$ cat config.mk
export PLATFORM = sky130hd
export DESIGN_NAME = dnsa_isqrt
export DESIGN_NICKNAME = d
export VERILOG_FILES = /design/src/design/dnsa_pkg.sv /design/src/design/dnsa_isqrt.sv
export SDC_FILE = /design/constraint.sdc
export NUM_CORES = 1
export LEC_CHECK = 0
export ABC_CLOCK_PERIOD_IN_PS = 4800
export BUFFER_PORTS_ARGS = -buffer_cell sky130_fd_sc_hd__buf_2
export CAP_MARGIN = 10
export CORE_MARGIN = 3
export CORE_UTILIZATION = 40
export CTS_CLUSTER_DIAMETER = 40
export DETAILED_ROUTE_END_ITERATION = 6
export SYNTH_ARGS = -nofsm -noshare
export SYNTH_HDL_FRONTEND = slang
export SYNTH_SLANG_ARGS = --single-unit
export TNS_END_PERCENT = 50
$ cat constraint.sdc
create_clock -name aclk -period 4.8 [get_ports aclk]
set_input_delay 0.96 -clock aclk [delete_from_list [all_inputs] [get_ports aclk]]
set_output_delay 0.96 -clock aclk [all_outputs]
set_load 0.05 [all_outputs]
$ cat src/design/dnsa_pkg.sv
`default_nettype none
// ----------------------------------------------------------------------------
// dnsa_pkg
// Shared types and constants of the diffusion noise schedule block.
// ----------------------------------------------------------------------------
package dnsa_pkg;

    localparam int DEF_MAX_STEPS      = 1024;
    localparam int DEF_SAMPLE_BITS    = 16;
    localparam int DEF_COEF_FRAC_BITS = 24;

    localparam int CMD_W      = 2;
    localparam int STATUS_W   = 2;
    localparam int STEP_W     = 10;
    localparam int BETA_W     = 24;
    localparam int NSTEPS_W   = 11;
    localparam int CFG_IDX_W  = 2;
    localparam int CFG_DATA_W = 24;
    localparam int PROD_W     = 33;

    localparam logic [CMD_W-1:0] CMD_BUILD = 2'd0;
    localparam logic [CMD_W-1:0] CMD_ADD   = 2'd1;
    localparam logic [CMD_W-1:0] CMD_PRED  = 2'd2;

    localparam logic [STATUS_W-1:0] STAT_OK        = 2'd0;
    localparam logic [STATUS_W-1:0] STAT_STEP      = 2'd1;
    localparam logic [STATUS_W-1:0] STAT_NOT_BUILT = 2'd2;
    localparam logic [STATUS_W-1:0] STAT_BETA      = 2'd3;

    localparam logic [CFG_IDX_W-1:0] REG_BETA_START = 2'd0;
    localparam logic [CFG_IDX_W-1:0] REG_BETA_END   = 2'd1;
    localparam logic [CFG_IDX_W-1:0] REG_NUM_STEPS  = 2'd2;

    localparam logic [BETA_W-1:0]   RST_BETA_START = 24'd1678;
    localparam logic [BETA_W-1:0]   RST_BETA_END   = 24'd335544;
    localparam logic [NSTEPS_W-1:0] RST_NUM_STEPS  = 11'd1000;

    typedef enum logic [3:0] {
        ST_IDLE,
        ST_BDIV,
        ST_BMUL,
        ST_BPROD,
        ST_BSQRT,
        ST_EMUL,
        ST_ESUM,
        ST_EDIV,
        ST_DONE
    } dnsa_state_t;

    typedef struct packed {
        logic busy;
        logic done;
    } dnsa_unit_stat_t;

endpackage
`default_nettype wire

$ cat src/design/dnsa_isqrt.sv
`default_nettype none
// ----------------------------------------------------------------------------
// dnsa_isqrt
// Integer square root, one root bit per cycle.
// ----------------------------------------------------------------------------
module dnsa_isqrt #(
    parameter int ROOT_W = 24
) (
    input  wire logic                    aclk,
    input  wire logic                    aresetn,
    input  wire logic                    start,
    input  wire logic [2*ROOT_W-1:0]     val,
    output dnsa_pkg::dnsa_unit_stat_t    stat,
    output logic      [ROOT_W-1:0]       root
);
    import dnsa_pkg::*;

    localparam int CNT_W = $clog2(ROOT_W + 1);

    logic [2*ROOT_W-1:0] v_reg;
    logic [ROOT_W-1:0]   q_reg;
    logic [ROOT_W:0]     r_reg;
    logic [CNT_W-1:0]    cnt_reg;
    logic                busy_reg;
    logic                done_reg;
    logic [ROOT_W+2:0]   r_sh;
    logic [ROOT_W+2:0]   trial;
    logic [ROOT_W+2:0]   r_sub;
    logic                ge;

    always_comb begin
        r_sh  = {r_reg, v_reg[2*ROOT_W-1 -: 2]};
        trial = {1'b0, q_reg, 2'b01};
        ge    = r_sh >= trial;
        r_sub = ge ? (r_sh - trial) : r_sh;
    end

    always_ff @(posedge aclk) begin
        if (!aresetn) begin
            busy_reg <= 1'b0;
            done_reg <= 1'b0;
            cnt_reg  <= '0;
        end else begin
            done_reg <= 1'b0;
            if (start) begin
                busy_reg <= 1'b1;
                cnt_reg  <= CNT_W'(ROOT_W);
            end else if (busy_reg) begin
                cnt_reg <= cnt_reg - 1'b1;
                if (cnt_reg == CNT_W'(1)) begin
                    busy_reg <= 1'b0;
                    done_reg <= 1'b1;
                end
            end
        end
    end

    always_ff @(posedge aclk) begin
        if (start) begin
            v_reg <= val;
            q_reg <= '0;
            r_reg <= '0;
        end else if (busy_reg) begin
            v_reg <= v_reg << 2;
            q_reg <= {q_reg[ROOT_W-2:0], ge};
            r_reg <= r_sub[ROOT_W:0];
        end
    end

    assign stat.busy = busy_reg;
    assign stat.done = done_reg;
    assign root      = q_reg;

endmodule
`default_nettype wire

# ---- After elaboration in Yosys (flattened, before gate mapping)
# Index checks and enable logic that the tools add are counted.
dict set report totals {
  regBits 104
  input_bits 51
  out_inout_bits 26
}
dict set report classes {
  add_sub_neg 2
  order_cmp 1
  n_eq_ne 1
  muxes 9
  bitwise 2
  reduce_logical 3
}
# cell n
set ops {}
lappend ops {{48-bit two-way mux} 2}
lappend ops {{27-bit by 26-bit greater-or-equal comparator with 1-bit output} 1}
lappend ops {{25-bit two-way mux} 1}
lappend ops {{25-bit subtractor} 1}
lappend ops {{5-bit two-way mux} 2}
lappend ops {{5-bit by 1-bit equality test with 1-bit output, second input constant} 1}
lappend ops {{5-bit by 1-bit subtractor with 5-bit output, second input constant} 1}
lappend ops {{1-bit two-way mux} 4}
lappend ops {{3-bit OR reduction} 1}
lappend ops {{1-bit NOT} 2}
lappend ops {{2-bit nonzero test} 1}
lappend ops {{2-bit OR reduction} 1}

# ---- Logic depth before layout (Yosys ltp)
dict set report logic_depth {
  depth_word 4
  ltp_mapped 12
}

# ---- Least setup slack after synthesis
# OpenSTA, ideal clock, no wires.
dict set report synth_timing {
  path_kind {flip-flop to flip-flop}
  startpoint {reg q_reg[12] (netlist: root[12])}
  endpoint {reg r_reg[17]}
  setup_time_ns 0.122
  t_arrival_ns 2.886
  path_slack_ns 1.792
  path_stages_with_launch 13
  n_path_buf 2
  period_less_slack_ns 3.008
  cell_sequence {dfxtp_1 inv_1 ha_1 buf_2 a21oi_1 o21ai_1 a221oi_1 nand3b_1 o221a_4 a31o_1 buf_6 and3_1 a311o_1}
}
dict set report synth_via {
  elab_chain_len 2
  elab_cells_between_ends 3
}
# element line_no
set synth_lines {}
lappend synth_lines {{start, declared} dnsa_isqrt.sv:21} ;# logic [ROOT_W-1:0] q_reg;
lappend synth_lines {{start signal, assigned} dnsa_isqrt.sv:65} ;# q_reg <= {q_reg[ROOT_W-2:0], ge};
lappend synth_lines {{25-bit subtractor or 27-bit by 26-bit greater-or-equal comparator with 1-bit output (tied branches)} {dnsa_isqrt.sv:35, dnsa_isqrt.sv:34}}
lappend synth_lines {{25-bit two-way mux *} dnsa_isqrt.sv:35} ;# r_sub = ge ? (r_sh - trial) : r_sh;
lappend synth_lines {{end signal, assigned} dnsa_isqrt.sv:66} ;# r_reg <= r_sub[ROOT_W:0];
lappend synth_lines {{end, declared} dnsa_isqrt.sv:22} ;# logic [ROOT_W:0] r_reg;
# Every way passes the cells marked *; elsewhere a longest branch is shown, timed or not.
# A chain may end at the register's enable or synchronous reset.

# ---- Final worst setup path
dict set report layout_timing {
  startpoint {reg q_reg[4] (netlist: root[4])}
  endpoint {reg r_reg[18]}
}
# Same word-level chain as after synthesis.

==> impl_metrics.csv <==
group,metric,value,unit
cts,cts_inserted_buffers,9,
routing,avgRoutedWirePerCell,14.78,µm
synthesis,synth_enable_flop_cells,48,
synthesis,synth_top_cell_area_share,25.47,%
worst_setup_path,setup.worst_path.start_class,"flip-flop",
synthesis,synthAdderAreaFrac,6.191,%
final_layout,number_of_flip_flops_in_the_largest_register,48,
worst_setup_path,required,5.06,ns
placed_design,globalplace.congestion,0.8404,
sta,clock.fmax,276.1,MHz
worst_setup_path,critPathMaxFanout,30,
placed_design,hpwlAfterDp,8.327,mm
synthesis,yosysMostFrequentCell,"sky130_fd_sc_hd__nor2_1",
synthesis,combinational_family_with_the_most_area_after_synthesis,"compound AO/OA/AOI/OAI gates",
final_layout,post-route-cell-area,6419,µm²
pwr,sequentialPowerShare,38.7,%
final_layout,finish.utilization,47.34,%
synthesis,synth.lib_cells_used.distinct,64,
routing,first_pass_iteration_count_of_the_detailed_router,4,
sta,tns,0,ns
pwr,net-switching-power,984.2,µW
synthesis,post_synth_xor_area_fraction,3.095,%
cts,clock-root-buffer,"sky130_fd_sc_hd__clkbuf_16",
synthesis,synth.mux.area_fraction,13.40,%
worst_setup_path,endpoint_kind,"flip-flop",
synthesis,synth_compound_gate_area_share,13.75,%
sta,maxSlewHeadroom,24.70,%
floorplan,die-area,15610,µm²
floorplan,die-width,124.9,µm
synthesis,ys_warn_count,0,
routing,drc,0,
cts,clockBufferDepth,2,
floorplan,design.core.area,13560,µm²
run_status,run_status,"complete, no violations",
synthesis,post_synth_main_area_contributors,"sky130_fd_sc_hd__edfxtp_1 25%, sky130_fd_sc_hd__dfxtp_1 20%, sky130_fd_sc_hd__mux2_2 9.2%, sky130_fd_sc_hd__ha_1 6.2%, sky130_fd_sc_hd__mux2i_1 4.2%",
floorplan,die_height,124.9,µm
synthesis,post_synth.cell_area_avg,10.12,µm²
synthesis,async_flop_share,0,%
sta,setup_viol,0,
worst_setup_path,arrival_time_worst_endpoint,3.89,ns
synthesis,ys_seq_area_share,45.28,%
hold_path,hold_path.class,"flip-flop to flip-flop",
cts,clk-insertion-delay-late,0.36,ns
worst_setup_path,cp.buffers_inverters,1,
synthesis,syn_nets,638,
pwr,p_leak,2.554,nW
grt,groute.usage.overall,15.43,%
floorplan,num_io_pins,77,
floorplan,start_util,41.74,%
synthesis,synth_largest_area_cell,"sky130_fd_sc_hd__edfxtp_1",
grt,grt_pass1_wl,20.09,mm
routing,detailedRoute.firstIterationViolations,307,
sta,clock_skew,0.01272,ns
sta,grt_setup_unrepaired,"no",
pwr,ir_drop,0.1893,mV
final_layout,filler_cell_count,1329,
cts,ctsHtreeMaxLevel,3,
sta,post-route-worst-setup-slack,1.178,ns
cts,cts_setup_buffers,0,
sta,worstMarginPinSlew,1.129,ns
final_layout,drive_gt1_share,24.24,%
cts,post_cts_resize_count,0,
placed_design,dp_worst_setup_slack,1.258,ns
pwr,switching_share,35.37,%
pwr,total_power,2.783,mW
sta,slew_viol_final,0,
sta,worst_hold_slack,0.4856,ns
pwr,cell_internal_pwr,1.799,mW
pwr,power-per-cell-area,433.6,nW/µm²
grt,first_global_vias,4251,
flow_run,timing.max_cap.violations,0,
routing,antenna_violating_nets_post_route,0,
synthesis,netlist_top_cells_count,"64 x sky130_fd_sc_hd__nor2_1, 56 x sky130_fd_sc_hd__dfxtp_1, 54 x sky130_fd_sc_hd__nand2_1",
grt,largest_net_degree_at_the_start_of_global_routing,74,
worst_setup_path,crit_path_top_delay_cell,"sky130_fd_sc_hd__a31o_1",
routing,vias,4205,
grt,overflow,0,
worst_setup_path,crit_family,"compound AO/OA/AOI/OAI gates",
synthesis,post_synth_design_cell_area,5659,µm²
synthesis,yosys.area_share.simple,13.51,%
cts,clkTransAtPathRegs,0.07,ns
pwr,combinationalPowerShare,36.1,%
final_layout,areaGrowthSynthToFinish,13.42,%
routing,routed_via_density,5.263,
worst_setup_path,path_cells,"inv_1 > ha_1 > a21oi_1 > o31ai_1 > o211ai_1 > a31oi_1 > o221a_4 > a31o_1 > o311ai_0 > a311oi_1",
placed_design,dpl_cell_area,6138,µm²
final_layout,stdcell_count,799,
placed_design,place_inst,783,
sta,final_hold_vio_count,0,
worst_setup_path,cpPeakStageDelay,0.91,ns
routing,routed_wirelength,11.81,mm
cts,count_of_clock_tree_sinks,104,
grt,antenna_found_initial,0,
synthesis,synth.ff_latch_count,104,
cts,cts_tree,"yes",
sta,timing.final.crit_share,75.46,%
pwr,clkPwrFrac,25.2,%
synthesis,postSynthCellCount,559,
floorplan,rows,42,
placed_design,port-buffer-count,76,
sta,finalWorstPathRequiredPeriod,3.622,ns
synthesis,yosys_most_used_dff,"sky130_fd_sc_hd__dfxtp_1",
final_layout,final_net_count,697,
final_layout,antenna-diode-count,0,
cts,holdBufCountCts,0,
worst_setup_path,timing_worst_setup_path_type,"flip-flop to flip-flop",
## cell usage in the layout (no fill, tap or decap), types with 3 or more instances in the layout
cell,synthesis,routed
sky130_fd_sc_hd__a211oi_1,5,5
sky130_fd_sc_hd__a21o_1,6,6
sky130_fd_sc_hd__a21oi_1,21,21
sky130_fd_sc_hd__a311oi_1,15,15
sky130_fd_sc_hd__a31oi_1,3,3
sky130_fd_sc_hd__and3_1,5,5
sky130_fd_sc_hd__buf_2,4,75
sky130_fd_sc_hd__buf_4,2,3
sky130_fd_sc_hd__clkbuf_16,0,9
sky130_fd_sc_hd__dfxtp_1,56,55
sky130_fd_sc_hd__edfxtp_1,48,48
sky130_fd_sc_hd__ha_1,28,28
sky130_fd_sc_hd__inv_1,34,34
sky130_fd_sc_hd__inv_6,0,3
sky130_fd_sc_hd__mux2_2,46,46
sky130_fd_sc_hd__mux2i_1,24,24
sky130_fd_sc_hd__nand2_1,54,53
sky130_fd_sc_hd__nand2b_1,3,3
sky130_fd_sc_hd__nand3_1,10,10
sky130_fd_sc_hd__nand3b_1,3,3
sky130_fd_sc_hd__nand4_1,3,3
sky130_fd_sc_hd__nor2_1,64,64
sky130_fd_sc_hd__nor2b_1,5,5
sky130_fd_sc_hd__nor3_1,9,9
sky130_fd_sc_hd__o21a_1,3,3
sky130_fd_sc_hd__o21ai_0,12,12
sky130_fd_sc_hd__o31ai_1,5,5
sky130_fd_sc_hd__or3_1,4,4
sky130_fd_sc_hd__xnor2_1,14,14
sky130_fd_sc_hd__xor2_1,6,6
## layout make-up
type	count	area, µm²	area share [%]
clock buffers	10	229.0	3.567
multi-input cells	391	2829	44.07
clock inverters	6	51.30	0.7992
well taps	176	220.2	3.431
inverters	34	127.6	1.988
flip-flops and latches	104	2564	39.94
repair buffers	78	397.9	6.199
## worst min-delay path: stages (launching register included)
cell	delay [ns]
sky130_fd_sc_hd__dfxtp_1	0.32
sky130_fd_sc_hd__nand2_1	0.06
sky130_fd_sc_hd__a21oi_1	0.06
## logic make-up after synthesis
group | Yosys count
compound gates | 103
xor+xnor | 20
fa+ha+maj | 28
buf+inv | 64
flops | 104
mux | 70
simple gates | 170
## routing by layer
metal	part of all wire (%)	vias up	track usage, %
met5	0	-	0
met3	5.4	15	4.435
met2	46	79	24.40
met4	1.7	0	5.485
met1	47	1967	20.30
li1	-	2144	-
## worst paths after layout
path	startpoint	slack (ns)	to	cells past startpoint
setup / recovery	root[4]$_SDFFE_PP0P_	1.18	r_reg[18]$_SDFFE_PP0P_	10
hold / removal	r_reg[23]$_SDFFE_PP0P_	0.49	r_reg[23]$_SDFFE_PP0P_	2
setup reg to reg	root[4]$_SDFFE_PP0P_	1.18	r_reg[18]$_SDFFE_PP0P_	10
hold reg to reg	r_reg[23]$_SDFFE_PP0P_	0.49	r_reg[23]$_SDFFE_PP0P_	2
## power groups by stage
stage	sequential, mW	combinational (mW)	clock, mW
2_1_floorplan	1.09	0.815	0
3_3_place_gp	1.09	0.981	0
3_5_place_dp	1.09	0.996	0
4_1_cts	1.08	1.00	0.729
5_1_grt	1.09	1.12	0.760
6_report	1.08	1.01	0.702
Note: power is estimated with default switching activity, not from simulation.
