<file path="src/design/dnsa_pkg.sv">
`default_nettype none
// ----------------------------------------------------------------------------
// dnsa_pkg
// Shared types and constants of the diffusion noise schedule block.
// ----------------------------------------------------------------------------
package dnsa_pkg;

    localparam int DEF_MAX_STEPS      = 1024;
    localparam int DEF_SAMPLE_BITS    = 16;
    localparam int DEF_COEF_FRAC_BITS = 24;

    localparam int CMD_W      = 2;
    localparam int STATUS_W   = 2;
    localparam int STEP_W     = 10;
    localparam int BETA_W     = 24;
    localparam int NSTEPS_W   = 11;
    localparam int CFG_IDX_W  = 2;
    localparam int CFG_DATA_W = 24;
    localparam int PROD_W     = 33;

    localparam logic [CMD_W-1:0] CMD_BUILD = 2'd0;
    localparam logic [CMD_W-1:0] CMD_ADD   = 2'd1;
    localparam logic [CMD_W-1:0] CMD_PRED  = 2'd2;

    localparam logic [STATUS_W-1:0] STAT_OK        = 2'd0;
    localparam logic [STATUS_W-1:0] STAT_STEP      = 2'd1;
    localparam logic [STATUS_W-1:0] STAT_NOT_BUILT = 2'd2;
    localparam logic [STATUS_W-1:0] STAT_BETA      = 2'd3;

    localparam logic [CFG_IDX_W-1:0] REG_BETA_START = 2'd0;
    localparam logic [CFG_IDX_W-1:0] REG_BETA_END   = 2'd1;
    localparam logic [CFG_IDX_W-1:0] REG_NUM_STEPS  = 2'd2;

    localparam logic [BETA_W-1:0]   RST_BETA_START = 24'd1678;
    localparam logic [BETA_W-1:0]   RST_BETA_END   = 24'd335544;
    localparam logic [NSTEPS_W-1:0] RST_NUM_STEPS  = 11'd1000;

    typedef enum logic [3:0] {
        ST_IDLE,
        ST_BDIV,
        ST_BMUL,
        ST_BPROD,
        ST_BSQRT,
        ST_EMUL,
        ST_ESUM,
        ST_EDIV,
        ST_DONE
    } dnsa_state_t;

    typedef struct packed {
        logic busy;
        logic done;
    } dnsa_unit_stat_t;

endpackage
`default_nettype wire

</file>
<file path="src/design/dnsa_divu.sv">
`default_nettype none
// ----------------------------------------------------------------------------
// dnsa_divu
// Restoring unsigned divider, one quotient bit per cycle.
// ----------------------------------------------------------------------------
module dnsa_divu #(
    parameter int NUM_W = 42,
    parameter int DEN_W = 24
) (
    input  wire logic                     aclk,
    input  wire logic                     aresetn,
    input  wire logic                     start,
    input  wire logic [NUM_W-1:0]         num,
    input  wire logic [DEN_W-1:0]         den,
    output dnsa_pkg::dnsa_unit_stat_t     stat,
    output logic      [NUM_W-1:0]         quot,
    output logic      [DEN_W-1:0]         rem
);
    import dnsa_pkg::*;

    localparam int CNT_W = $clog2(NUM_W + 1);

    logic [NUM_W-1:0] q_reg;
    logic [DEN_W-1:0] r_reg;
    logic [DEN_W-1:0] d_reg;
    logic [CNT_W-1:0] cnt_reg;
    logic             busy_reg;
    logic             done_reg;
    logic [DEN_W:0]   shifted;
    logic [DEN_W:0]   trial;
    logic             ge;
    logic [DEN_W-1:0] r_next;

    always_comb begin
        shifted = {r_reg, q_reg[NUM_W-1]};
        trial   = shifted - {1'b0, d_reg};
        ge      = shifted >= {1'b0, d_reg};
        r_next  = ge ? trial[DEN_W-1:0] : shifted[DEN_W-1:0];
    end

    always_ff @(posedge aclk) begin
        if (!aresetn) begin
            busy_reg <= 1'b0;
            done_reg <= 1'b0;
            cnt_reg  <= '0;
        end else begin
            done_reg <= 1'b0;
            if (start) begin
                busy_reg <= 1'b1;
                cnt_reg  <= CNT_W'(NUM_W);
            end else if (busy_reg) begin
                cnt_reg <= cnt_reg - 1'b1;
                if (cnt_reg == CNT_W'(1)) begin
                    busy_reg <= 1'b0;
                    done_reg <= 1'b1;
                end
            end
        end
    end

    always_ff @(posedge aclk) begin
        if (start) begin
            q_reg <= num;
            r_reg <= '0;
            d_reg <= den;
        end else if (busy_reg) begin
            q_reg <= {q_reg[NUM_W-2:0], ge};
            r_reg <= r_next;
        end
    end

    assign stat.busy = busy_reg;
    assign stat.done = done_reg;
    assign quot      = q_reg;
    assign rem       = r_reg;

endmodule
`default_nettype wire

</file>
<file path="config.mk">
export PLATFORM = sky130hd
export DESIGN_NAME = dnsa_divu
export DESIGN_NICKNAME = d
export VERILOG_FILES = /design/src/design/dnsa_pkg.sv /design/src/design/dnsa_divu.sv
export SDC_FILE = /design/constraint.sdc
export NUM_CORES = 1
export LEC_CHECK = 0
export ABC_CLOCK_PERIOD_IN_PS = 3700
export BUFFER_PORTS_ARGS = -buffer_cell sky130_fd_sc_hd__clkbuf_2
export CORE_MARGIN = 5
export CORE_UTILIZATION = 30
export CTS_CLUSTER_SIZE = 25
export DETAILED_ROUTE_END_ITERATION = 10
export PLACE_DENSITY = 0.5
export SLEW_MARGIN = 20
export SYNTH_ARGS = -nofsm -noshare
export SYNTH_HDL_FRONTEND = slang
export SYNTH_SLANG_ARGS = --single-unit
</file>
<file path="constraint.sdc">
create_clock -name aclk -period 3.7 [get_ports aclk]
set_input_delay 0.74 -clock aclk [delete_from_list [all_inputs] [get_ports aclk]]
set_output_delay 0.74 -clock aclk [all_outputs]
set_load 0.02 [all_outputs]
</file>
Yosys cells after proc, flatten, opt, wreduce, memory -nomap -nowiden
Cells that the tools add are included.
{"block": "classes", "n_addsub": 2, "n_lt_le_gt_ge": 1, "n_eq_ne": 1, "n_mux": 9, "n_bitwise": 2, "n_reduce_logical": 3}
{"op": "2-to-1 mux 42 bit", "count": 2}
{"op": "greater-or-equal comparator 25 x 24 -> 1 bit", "count": 1}
{"op": "2-to-1 mux 24 bit", "count": 1}
{"op": "subtractor 24 bit", "count": 1}
{"op": "2-to-1 mux 6 bit", "count": 2}
{"op": "equality test 6 x 1 -> 1 bit, second input constant", "count": 1}
{"op": "subtractor 6 x 1 -> 6 bit, second input constant", "count": 1}
{"op": "2-to-1 mux 1 bit", "count": 4}
{"op": "OR reduction 3 bit", "count": 1}
{"op": "inverter 1 bit", "count": 2}
{"op": "nonzero test 2 bit", "count": 1}
{"op": "OR reduction 2 bit", "count": 1}
{"block": "totals", "ff_bits": 98, "in_bits": 69, "elab_cells": 25}

Depth between registers and ports, before layout
Gate-level depths: netlist of the first run.
{"block": "depth", "ltp_word": 4, "ltp_mapped": 13, "ltp_nobuf": 11}

Worst setup path before layout of the first run
No wires, ideal clock.
{"block": "synth_timing", "path_type": "register to register", "start": "reg q_reg[41], in the netlist quot[41]", "end": "reg r_reg[22], in the netlist rem[22]", "t_arrival_ns": 2.634, "required_ns": 3.580, "setup_slack_ns": 0.947, "path_stages_with_launch": 12, "cell_sequence": "edfxtp_1 inv_1 ha_1 fa_1 nand2b_1 a21oi_1 a31o_2 o41ai_4 o311ai_1 and4_1 nor3_1 o31a_1"}
{"block": "synth_via", "elab_chain_len": 2, "word_cells_on_any_way": 3, "classes_between": "add/sub (1); order compare (1); mux (1)"}
{"element": "start, declared", "line": "dnsa_divu.sv:23", "text": "logic [NUM_W-1:0] q_reg;"}
{"element": "start signal, assigned", "line": "dnsa_divu.sv:63", "text": "q_reg <= num;"}
{"element": "start signal, assigned", "line": "dnsa_divu.sv:67", "text": "q_reg <= {q_reg[NUM_W-2:0], ge};"}
{"element": "subtractor 24 bit / greater-or-equal comparator 25 x 24 -> 1 bit (equally long branches)", "line": "dnsa_divu.sv:36, dnsa_divu.sv:37"}
{"element": "2-to-1 mux 24 bit (*)", "line": "dnsa_divu.sv:38", "text": "r_next = ge ? trial[DEN_W-1:0] : shifted[DEN_W-1:0];"}
{"element": "end signal, assigned", "line": "dnsa_divu.sv:68", "text": "r_reg <= r_next;"}
{"element": "end, declared", "line": "dnsa_divu.sv:24", "text": "logic [DEN_W-1:0] r_reg;"}
Mark *: on every way between the ends. The rest lies on a longest branch, timed or not.
A chain may end at the register's enable or synchronous reset.

Worst setup path in the final report of the first run
Same ends and word-level chain as after synthesis.

==> results of run 1 <==
cell usage in the layout (no fill, tap or decap), types with 9 or more instances in the layout:
cell,instances
mux2_2,41
a211oi_1,16
edfxtp_1,66
dfxtp_1,32
ha_1,26
xnor2_1,16
clkbuf_2,135
mux2i_1,14
nor3_1,12
clkbuf_16,9
nand2_1,23
nor2_1,43
inv_1,37
a21oi_1,27
a21o_1,11
metrics by stage:
| stage | total power, mW | hold WS [ps] |
|---|---|---|
| after floorplan | 1.863 | 507.3 |
| after global placement | 2.079 | 507.0 |
| after detailed placement | 2.087 | 514.5 |
| after CTS | 3.044 | 527.3 |
| after global routing | 3.175 | 539.8 |
| final | 3.000 | 526.1 |
cells by family (layout without fill, tap and decap cells):
kind of cell	Yosys count	in the layout	share of synthesized area [%]
flops	98	98	49.05
xor+xnor	24	24	3.932
mux	56	56	11.47
simple gates	122	122	11.26
fa+ha+maj	27	27	6.459
buf+inv	62	197	4.938
compound gates	98	98	12.90
worst max-delay path: cells and delay by family (launching register included):
kind / cells / cell delay (ps)
DFF: 1 / 380
AOI/OAI and AO/OA: 5 / 1360
adders and majority gates: 2 / 610
and+or+nand+nor: 3 / 470
buffers and inverters: 1 / 50
layer usage:
layer  wire, µm  vias to the layer above
li1           -                     2047
met2       6326                      101
met4        283                        0
met1       6011                     1963
met3        961                       19
met5          0                        -
layout make-up:
class	count	area [µm²]	share of cell area [%]
inverter	38	142.6	2.181
timing repair buffer	143	735.7	11.25
clock inverter	7	68.82	1.052
clock buffer	9	225.2	3.444
sequential	98	2623	40.11
multi-input combinational	327	2462	37.66
tap	225	281.5	4.305
how the worst max path moves through the flow:
| stage | startpoint | to | slack [ps] | cells after the start |
|---|---|---|---|---|
| 2_1_floorplan | quot[41] | rem[22] | 950 | 11 |
| 3_3_place_gp | quot[41] | rem[22] | 860 | 11 |
| 3_5_place_dp | quot[41] | rem[22] | 760 | 11 |
| 4_1_cts | quot[41] | rem[22] | 730 | 11 |
| 5_1_grt | d_reg[16] | rem[17] | 570 | 11 |
| 6_report | quot[41] | rem[22] | 710 | 11 |
power groups by stage:
stage | clock [mW] | combinational, mW | sequential (mW)
2_1_floorplan | 0 | 0.420 | 1.44
6_report | 0.944 | 0.715 | 1.34
3_5_place_dp | 0 | 0.719 | 1.37
4_1_cts | 0.977 | 0.723 | 1.34
3_3_place_gp | 0 | 0.714 | 1.36
5_1_grt | 1.02 | 0.793 | 1.36
==> qor.csv, run 1 <==
stage,metric,value,unit
yosys,sequential-to-total area share from yosys stat,49.05,%
cells_and_area,Final #Nets,713,
clocking,Setup Buffers After CTS,0,
clocking,hold_buf cts,0,
worst_setup_path,FF-to-FF path depth,11,
drt,WL final,13580,µm
worst_hold_path,WHS Endpoint,rem[1],
worst_setup_path,Crit Path Class,flip-flop to flip-flop,
sta,Tmin final,2986,ps
die,die width,143.5,µm
worst_setup_path,slowest cell on the critical path,fa_1,
worst_setup_path,endpoint class of the critical path,flip-flop,
die,full die area,0.02059,mm²
pwr,Pleak,2.903,nW
yosys,largest cells by area after synthesis,"edfxtp_1, dfxtp_1, mux2_2, ha_1, nor2_1",
clocking,TritonCTS Buffers,9,
global_route,first-pass GRT wire length,22360,µm
yosys,Syn Nets,583,
drt,Via-to-Cell Ratio,4.876,
clocking,Worst-Skew Late Latency,350,ps
sta,Worst Tran Pin Value,534.1,ps
pwr,PwrDens,458.8,mW/mm²
place,placed instance count,831,
drt,Detail Route Antenna Nets,0,
worst_setup_path,"critical path, cell by cell",inv_1 > ha_1 > fa_1 > nand2b_1 > a21oi_1 > a31o_2 > o41ai_4 > o311ai_1 > and4_1 > nor3_1 > o31a_1,
sta,Post-Route Skew,7.555,ps
sta,fmax,334.9,MHz
yosys,Mapped Cells,487,
drt,via count,4130,
global_route,vias in the first global route,4276,
yosys,fraction of registers with async set or reset after synthesis,0,%
global_route,met1 Use GR,17.38,%
worst_setup_path,Reg2Reg Setup Slack,710,ps
worst_setup_path,required time of the critical path,3950,ps
yosys,Post-synth EDFFs,66,
cells_and_area,Util after Layout,37.54,%
clocking,TritonCTS clock tree,done,
place,worst slack at placement,763.0,ps
pwr,switching pwr,950.6,µW
yosys,Synth cell types,56,
sta,fin. max-slew vios,0,
pwr,Internal,2.049,mW
status,outcome,"complete, no violations",
global_route,GR peak layer,met2,
clocking,clk sinks,98,
worst_hold_path,class of the worst hold path,flip-flop to flip-flop,
place,hpwl dp,10350,µm
yosys,Mapped Area,0.005346,mm²
cells_and_area,max reg flops,42,
worst_hold_path,min-delay src,rem[1],
die,core area,0.01742,mm²
yosys,YS warnings,0,
worst_setup_path,FF-to-FF End,rem[22],
worst_setup_path,FF-to-FF Start,quot[41],
yosys,Syn Area/Cell,10.98,µm²
worst_hold_path,Hold Crit Depth,2,
yosys,Yosys reg bits,98,
pwr,Logic pwr share,23.8,%
global_route,largest net degree at the start of global routing,48,
cells_and_area,n_diodes,0,
global_route,global route total overflow,0,
pwr,Sw Share,31.69,%
global_route,met2 usage,21.93,%
pwr,VDD IR-drop max,215.5,µV
cells_and_area,post-route cell area,0.006539,mm²
sta,final period utilization,80.70,%
sta,RSZ-0062 raised after global routing,false,
drt,Avg WL per Cell,16.04,µm
clocking,root buf cell,clkbuf_16,
clocking,H-Tree Depth,3,
cells_and_area,fin cells,847,
global_route,initial antenna violation count,0,
die,row count,48,
drt,Initial DRC Count,225,
place,Port-buffer cells,136,
place,Placer Congestion,0.8291,
die,Initial Util,30.70,%
sta,"Hold Vio Cnt, Final",0,
yosys,most common cell in the netlist,edfxtp_1,
worst_setup_path,Arrival @ worst endpoint,3230,ps
yosys,most used flip-flop cell after synthesis,edfxtp_1,
cells_and_area,layout cells sized above 1,33.44,%
sta,setup TNS,0,ps
die,# IOs,137,
worst_setup_path,CP max FO,6,
global_route,met3 Use GR,4.559,%
sta,Relative slew margins,64.39,%
yosys,Post-synth top cells,"edfxtp_1, nor2_1, mux2_2, inv_1, dfxtp_1",
pwr,clock network fraction of total power,31.5,%
clocking,Resized Gates After CTS,0,
clocking,Max Buffers Root-to-Sink,2,
pwr,Seq pwr share,44.7,%
die,Die H,143.5,µm
worst_setup_path,startpoint types,flip-flop,
drt,DRC Markers,0,
yosys,top cell type's share of synthesized area,37.07,%
worst_setup_path,CP peak stage delay,400,ps
global_route,Tot GR Track Use,13.78,%
yosys,cell accounting for the most synthesized area,edfxtp_1,
cells_and_area,Layout fillers,1774,
flow_run,Max-Cap Viols,0,
sta,setup ws final,714.0,ps
drt,iteration count of the initial detailed-routing pass,4,
clocking,Clock Pin Slew Worst Setup and Hold Paths,80,ps
sta,setup violators final,0,
cells_and_area,Syn-to-layout area delta,22.30,%
place,Area after DPL,0.006245,mm²
(Power assumes the default switching activity.)
==> inputs of run 2 (changes only) <==
--- a/config.mk
+++ b/config.mk
@@ -5,7 +5,7 @@
 export SDC_FILE = /design/constraint.sdc
 export NUM_CORES = 1
 export LEC_CHECK = 0
-export ABC_CLOCK_PERIOD_IN_PS = 3700
+export ABC_CLOCK_PERIOD_IN_PS = 2900
 export BUFFER_PORTS_ARGS = -buffer_cell sky130_fd_sc_hd__clkbuf_2
 export CORE_MARGIN = 5
 export CORE_UTILIZATION = 30
==> constraint.sdc (replaced) <==
create_clock -name aclk -period 2.9 [get_ports aclk]
set_input_delay 0.58 -clock aclk [delete_from_list [all_inputs] [get_ports aclk]]
set_output_delay 0.58 -clock aclk [all_outputs]
set_load 0.02 [all_outputs]
==> qor.csv, run 2 (synthesized netlist as in run 1, its figures left out) <==
stage,metric,value,unit,change
worst_hold_path,class of the worst hold path,primary input to flip-flop,,
sta,fin. max-slew vios,0,,unchanged
die,die width,143.5,µm,unchanged
worst_hold_path,WHS Endpoint,d_reg[8],,
clocking,root buf cell,clkbuf_16,,
drt,Via-to-Cell Ratio,4.904,,+0.58%
pwr,Tot Pwr,3.858,mW,+29%
pwr,Logic pwr share,24.8,%,+1.0 points
worst_setup_path,Arrival @ worst endpoint,2980,ps,-250 ps
clocking,hold_buf cts,0,,unchanged
sta,Worst Tran Pin Value,547.4,ps,+13.26 ps
pwr,Pleak,2.979,nW,+2.6%
cells_and_area,Final #Nets,721,,+1.1%
worst_setup_path,CP max FO,7,,+1
cells_and_area,Layout fillers,1749,,-1.4%
clocking,Worst-Skew Late Latency,360,ps,about the same
sta,RSZ-0062 raised after global routing,true,,
worst_hold_path,min-delay src,den[8],,
place,Placer Congestion,0.8582,,+3.5%
drt,iteration count of the initial detailed-routing pass,5,,+1
sta,fmax,365.3,MHz,+9.1%
global_route,largest net degree at the start of global routing,93,,+94%
drt,Detail Route Antenna Nets,0,,unchanged
cells_and_area,most frequent cells in the layout,"clkbuf_2, edfxtp_1, nor2_1, mux2_2, inv_1",,
global_route,met2 usage,22.40,%,+0.47 points
drt,DRC Markers,0,,unchanged
global_route,GR peak layer,met2,,
cells_and_area,Syn-to-layout area delta,24.85,%,
sta,Tmin final,2738,ps,-248.2 ps
worst_setup_path,FF-to-FF path depth,9,,-2
clocking,Max Buffers Root-to-Sink,2,,unchanged
global_route,initial antenna violation count,0,,unchanged
die,full die area,0.02059,mm²,unchanged
place,Port-buffer cells,136,,unchanged
cells_and_area,max reg flops,42,,unchanged
worst_setup_path,FF-to-FF End,rem[22],,
cells_and_area,n_diodes,0,,unchanged
die,# IOs,137,,unchanged
clocking,clk sinks,98,,unchanged
worst_setup_path,Crit Path Class,flip-flop to flip-flop,,
global_route,Tot GR Track Use,13.66,%,-0.12 points
pwr,Seq pwr share,44.5,%,-0.2 points
cells_and_area,fin cells,855,,+0.94%
sta,Relative slew margins,63.38,%,-1.0 points
sta,final period utilization,94.41,%,+14 points
worst_setup_path,required time of the critical path,3140,ps,-810 ps
die,Die H,143.5,µm,unchanged
sta,"Hold Vio Cnt, Final",0,,unchanged
pwr,VDD IR-drop max,344.8,µV,+60%
flow_run,Max-Cap Viols,0,,unchanged
die,row count,48,,unchanged
cells_and_area,Util after Layout,38.33,%,+0.78 points
clocking,TritonCTS Buffers,9,,unchanged
drt,Initial DRC Count,176,,-22%
clocking,Clock Pin Slew Worst Setup and Hold Paths,80,ps,about the same
pwr,Sw Share,31.56,%,-0.13 points
sta,setup violators final,0,,unchanged
worst_hold_path,Hold Crit Depth,1,,-1
clocking,TritonCTS clock tree,done,,
worst_setup_path,FF-to-FF Start,rem[8],,
sta,setup TNS,0,ps,unchanged
drt,WL final,13890,µm,+2.3%
sta,Post-Route Skew,9.087,ps,+1.531 ps
worst_setup_path,Reg2Reg Setup Slack,160,ps,-550 ps
die,Initial Util,30.70,%,unchanged
status,outcome,"complete, no violations",,
global_route,global route total overflow,0,,unchanged
global_route,met3 Use GR,4.659,%,+0.10 points
place,placed instance count,838,,+0.84%
global_route,met1 Use GR,16.38,%,-1.0 points
pwr,PwrDens,578.0,mW/mm²,+26%
place,hpwl dp,10280,µm,-0.67%
clocking,H-Tree Depth,3,,unchanged
global_route,first-pass GRT wire length,22160,µm,-0.93%
die,core area,0.01742,mm²,unchanged
sta,hold slack,398.9,ps,-127.3 ps
global_route,vias in the first global route,4301,,+0.58%
pwr,switching pwr,1.217,mW,+28%
cells_and_area,layout cells sized above 1,35.56,%,+2.1 points
worst_setup_path,startpoint types,flip-flop,,
worst_setup_path,endpoint class of the critical path,flip-flop,,
drt,via count,4193,,+1.5%
pwr,clock network fraction of total power,30.7,%,-0.8 points
drt,Avg WL per Cell,16.25,µm,+1.3%
pwr,Internal,2.641,mW,+29%
cells_and_area,"commonest non-fill, non-tap cell in the layout",clkbuf_2,,
==> run 2: cell types whose count changed in the layout (fill, tap and decap cells not counted), sizes merged <==
cell,previous run,this run
buf,8,16
clkinv,2,4
clkinvlp,2,0
==> run 2: critical path, stage by stage (launching register included) <==
cell      delay [ps]
dfxtp_1          340
ha_1             390
and3_1           250
and3_1           170
a31o_2           240
o41ai_4          570
o311ai_1         180
a31oi_1          160
nor3_1            60
o31a_1           260
==> run 2: routing by layer <==
metal  vias up  routed length [µm]
met2       123                6505
li1       2066                   -
met5         -                   0
met1      1985                6044
met4         0                 302
met3        19                1040
==> run 2: final cells by class <==
| class | count | area, µm² | area share, % |
|---|---|---|---|
| inverters | 38 | 142.6 | 2.137 |
| repair buffers | 151 | 833.3 | 12.48 |
| clock buffers | 9 | 225.2 | 3.374 |
| well taps | 225 | 281.5 | 4.217 |
| multi-input cells | 327 | 2511 | 37.62 |
| flip-flops and latches | 98 | 2623 | 39.29 |
| clock inverters | 7 | 58.81 | 0.8810 |
==> run 2: worst max path at each step <==
stage,slack [ps],endpoint,start,cells past startpoint
after floorplan,150,rem[22],quot[41],11
final,160,rem[22],rem[8],9
after CTS,90,rem[1],rem[15],11
after global routing,-20,rem[1],d_reg[16],12
after global placement,140,rem[1],rem[15],11
after detailed placement,120,rem[1],rem[15],11
==> run 2: power groups by stage <==
stage          sequential (mW)  combinational (mW)  clock (mW)
2_1_floorplan             1.84               0.536           0
6_report                  1.72               0.958        1.18
4_1_cts                   1.72               0.950        1.23
3_3_place_gp              1.74               0.940           0
5_1_grt                   1.73                1.06        1.28
3_5_place_dp              1.75               0.945           0
==> run 2: repair_timing <==
| item | CTS | global route |
|---|---|---|
| setup endpoints to repair | 0 | 19 |
| resized for setup | 0 | 12 |
| buffers inserted | 0 | 1 |
==> run 2: through the flow <==
step	setup WS (ps)	cell area, µm²
floorplan	146.6	5346
global placement	141.7	6335
detailed placement	120.8	6335
CTS	92.68	6619
global route	-23.67	6675
finish	162.2	6675
==> inputs of run 3 (changes only) <==
--- a/config.mk
+++ b/config.mk
@@ -7,11 +7,14 @@
 export LEC_CHECK = 0
 export ABC_CLOCK_PERIOD_IN_PS = 2900
 export BUFFER_PORTS_ARGS = -buffer_cell sky130_fd_sc_hd__clkbuf_2
+export CELL_PAD_IN_SITES_DETAIL_PLACEMENT = 1
+export CELL_PAD_IN_SITES_GLOBAL_PLACEMENT = 2
 export CORE_MARGIN = 5
 export CORE_UTILIZATION = 30
 export CTS_CLUSTER_SIZE = 25
 export DETAILED_ROUTE_END_ITERATION = 10
-export PLACE_DENSITY = 0.5
+export PLACE_DENSITY = 0.73
+export SKIP_CTS_REPAIR_TIMING = 1
 export SLEW_MARGIN = 20
 export SYNTH_ARGS = -nofsm -noshare
 export SYNTH_HDL_FRONTEND = slang
==> qor.csv, run 3 (synthesized netlist as in run 1, its figures left out) <==
stage,metric,value,unit,change
clocking,root buf cell,clkbuf_16,,
drt,Avg WL per Cell,17.61,µm,+8.3%
drt,iteration count of the initial detailed-routing pass,4,,-1
drt,DRC Markers,0,,unchanged
sta,final period utilization,94.43,%,about the same
global_route,vias in the first global route,4689,,+9.0%
worst_hold_path,class of the worst hold path,primary input to flip-flop,,
cells_and_area,n_diodes,0,,unchanged
pwr,Pleak,2.995,nW,+0.54%
pwr,VDD IR-drop max,324.9,µV,-5.8%
cells_and_area,post-route cell area,0.006725,mm²,+0.75%
worst_setup_path,WP buf/inv,0,,unchanged
worst_setup_path,required time of the critical path,3110,ps,-30 ps
sta,fmax,365.2,MHz,about the same
global_route,global route total overflow,0,,unchanged
global_route,initial antenna violation count,0,,unchanged
drt,Detail Route Antenna Nets,0,,unchanged
worst_setup_path,endpoint class of the critical path,flip-flop,,
worst_setup_path,FF-to-FF End,rem[19],,
worst_setup_path,FF-to-FF Start,rem[5],,
clocking,TritonCTS Buffers,9,,unchanged
die,Initial Util,30.70,%,unchanged
drt,Initial DRC Count,167,,-5.1%
cells_and_area,Final #Nets,723,,+0.28%
place,Area after DPL,0.006370,mm²,+0.55%
die,core area,0.01742,mm²,unchanged
status,outcome,"complete, no violations",,
cells_and_area,max reg flops,42,,unchanged
die,row count,48,,unchanged
place,Port-buffer cells,136,,unchanged
global_route,Tot GR Track Use,15.16,%,+1.5 points
sta,Tmin final,2738,ps,+0.5680 ps
clocking,Clock Pin Slew Worst Setup and Hold Paths,70,ps,about the same
sta,setup violators final,0,,unchanged
sta,Post-Route Skew,11.08,ps,+1.996 ps
cells_and_area,Syn-to-layout area delta,25.79,%,
drt,WL final,15090,µm,+8.6%
pwr,Tot Pwr,3.981,mW,+3.2%
sta,fin. max-slew vios,0,,unchanged
cells_and_area,Layout fillers,1988,,+14%
sta,Relative slew margins,65.02,%,+1.6 points
cells_and_area,"commonest non-fill, non-tap cell in the layout",clkbuf_2,,
worst_setup_path,"critical path, cell by cell",ha_2 > a21o_1 > a21o_1 > a21oi_1 > nor3_4 > or2_1 > o41ai_1 > xnor2_1 > o221ai_1,,
worst_setup_path,FF-to-FF path depth,9,,unchanged
flow_run,Max-Cap Viols,0,,unchanged
worst_setup_path,Arrival @ worst endpoint,2950,ps,-30 ps
global_route,largest net degree at the start of global routing,93,,unchanged
global_route,first-pass GRT wire length,24500,µm,+11%
worst_setup_path,CP max FO,7,,unchanged
clocking,Worst-Skew Late Latency,360,ps,about the same
die,# IOs,137,,unchanged
sta,"Hold Vio Cnt, Final",0,,unchanged
clocking,clk sinks,98,,unchanged
worst_setup_path,Crit path top cell by count,a21o_1,,
worst_setup_path,Reg2Reg Setup Slack,160,ps,about the same
clocking,TritonCTS clock tree,done,,
die,die width,143.5,µm,unchanged
worst_setup_path,cell class contributing the biggest share of worst-path delay,compound AO/OA/AOI/OAI gates,,
sta,Worst Tran Pin Value,524.1,ps,-23.31 ps
worst_setup_path,slowest cell on the critical path,o41ai_1,,
pwr,PwrDens,592.0,mW/mm²,+2.4%
worst_setup_path,CP peak stage delay,430,ps,-140 ps
worst_setup_path,Crit Path Class,flip-flop to flip-flop,,
place,Placer Congestion,0.8297,,-3.3%
drt,Via-to-Cell Ratio,4.952,,+0.98%
die,full die area,0.02059,mm²,unchanged
worst_hold_path,min-delay src,den[22],,
clocking,H-Tree Depth,3,,unchanged
worst_setup_path,startpoint types,flip-flop,,
worst_hold_path,Hold Crit Depth,1,,unchanged
place,hpwl dp,11430,µm,+11%
die,Die H,143.5,µm,unchanged
drt,via count,4244,,+1.2%
clocking,Max Buffers Root-to-Sink,2,,unchanged
worst_hold_path,WHS Endpoint,d_reg[22],,
sta,RSZ-0062 raised after global routing,true,,
cells_and_area,layout cells sized above 1,35.76,%,+0.20 points
cells_and_area,most frequent cells in the layout,"clkbuf_2, edfxtp_1, nor2_1, mux2_2, inv_1",,
run 3: worst max path at each step:
stage | startpoint | to | slack, ps | depth (start not counted)
finish | rem[5] | rem[19] | 160 | 9
floorplan | quot[41] | rem[22] | 150 | 11
detailed placement | d_reg[1] | rem[17] | 160 | 11
CTS | d_reg[1] | rem[17] | 120 | 11
global route | d_reg[6] | rem[17] | -40 | 10
global placement | d_reg[13] | rem[17] | 200 | 10
run 3: layer usage:
layer | part of all wire [%] | GRT usage, % | vias up
met5 | 0 | 0 | -
met3 | 9.5 | 7.654 | 11
met1 | 41 | 17.25 | 2060
met2 | 48 | 25.70 | 109
met4 | 0.94 | 3.271 | 0
li1 | - | - | 2064
run 3: area by class of cell:
| type | instances | area [µm²] | area share (%) |
|---|---|---|---|
| clock buffers | 9 | 225.2 | 3.349 |
| clock inverters | 7 | 95.09 | 1.414 |
| inverters | 38 | 142.6 | 2.121 |
| multi-input cells | 327 | 2497 | 37.13 |
| flip-flops and latches | 98 | 2623 | 39.00 |
| well taps | 225 | 281.5 | 4.186 |
| repair buffers | 153 | 860.8 | 12.80 |
run 3: power by group:
group	switching [mW]	internal [mW]	leakage [nW]
combinational	0.566	0.413	1.92
sequential	0.0787	1.64	0.921
clock	0.594	0.695	0.150
total	1.24	2.74	2.99
run 3: per-stage QoR:
step	setup slack (ps)	std cells	hold slack, ps	util (%)	TNS, ps
CTS	124.8	857	373.1	38.41	0
floorplan	146.6	487	507.3	-	0
global placement	202.1	841	508.3	36.57	0
finish	161.6	857	393.0	38.61	0
detailed placement	156.3	841	516.2	36.57	0
global route	-42.51	857	371.6	38.61	-59.81
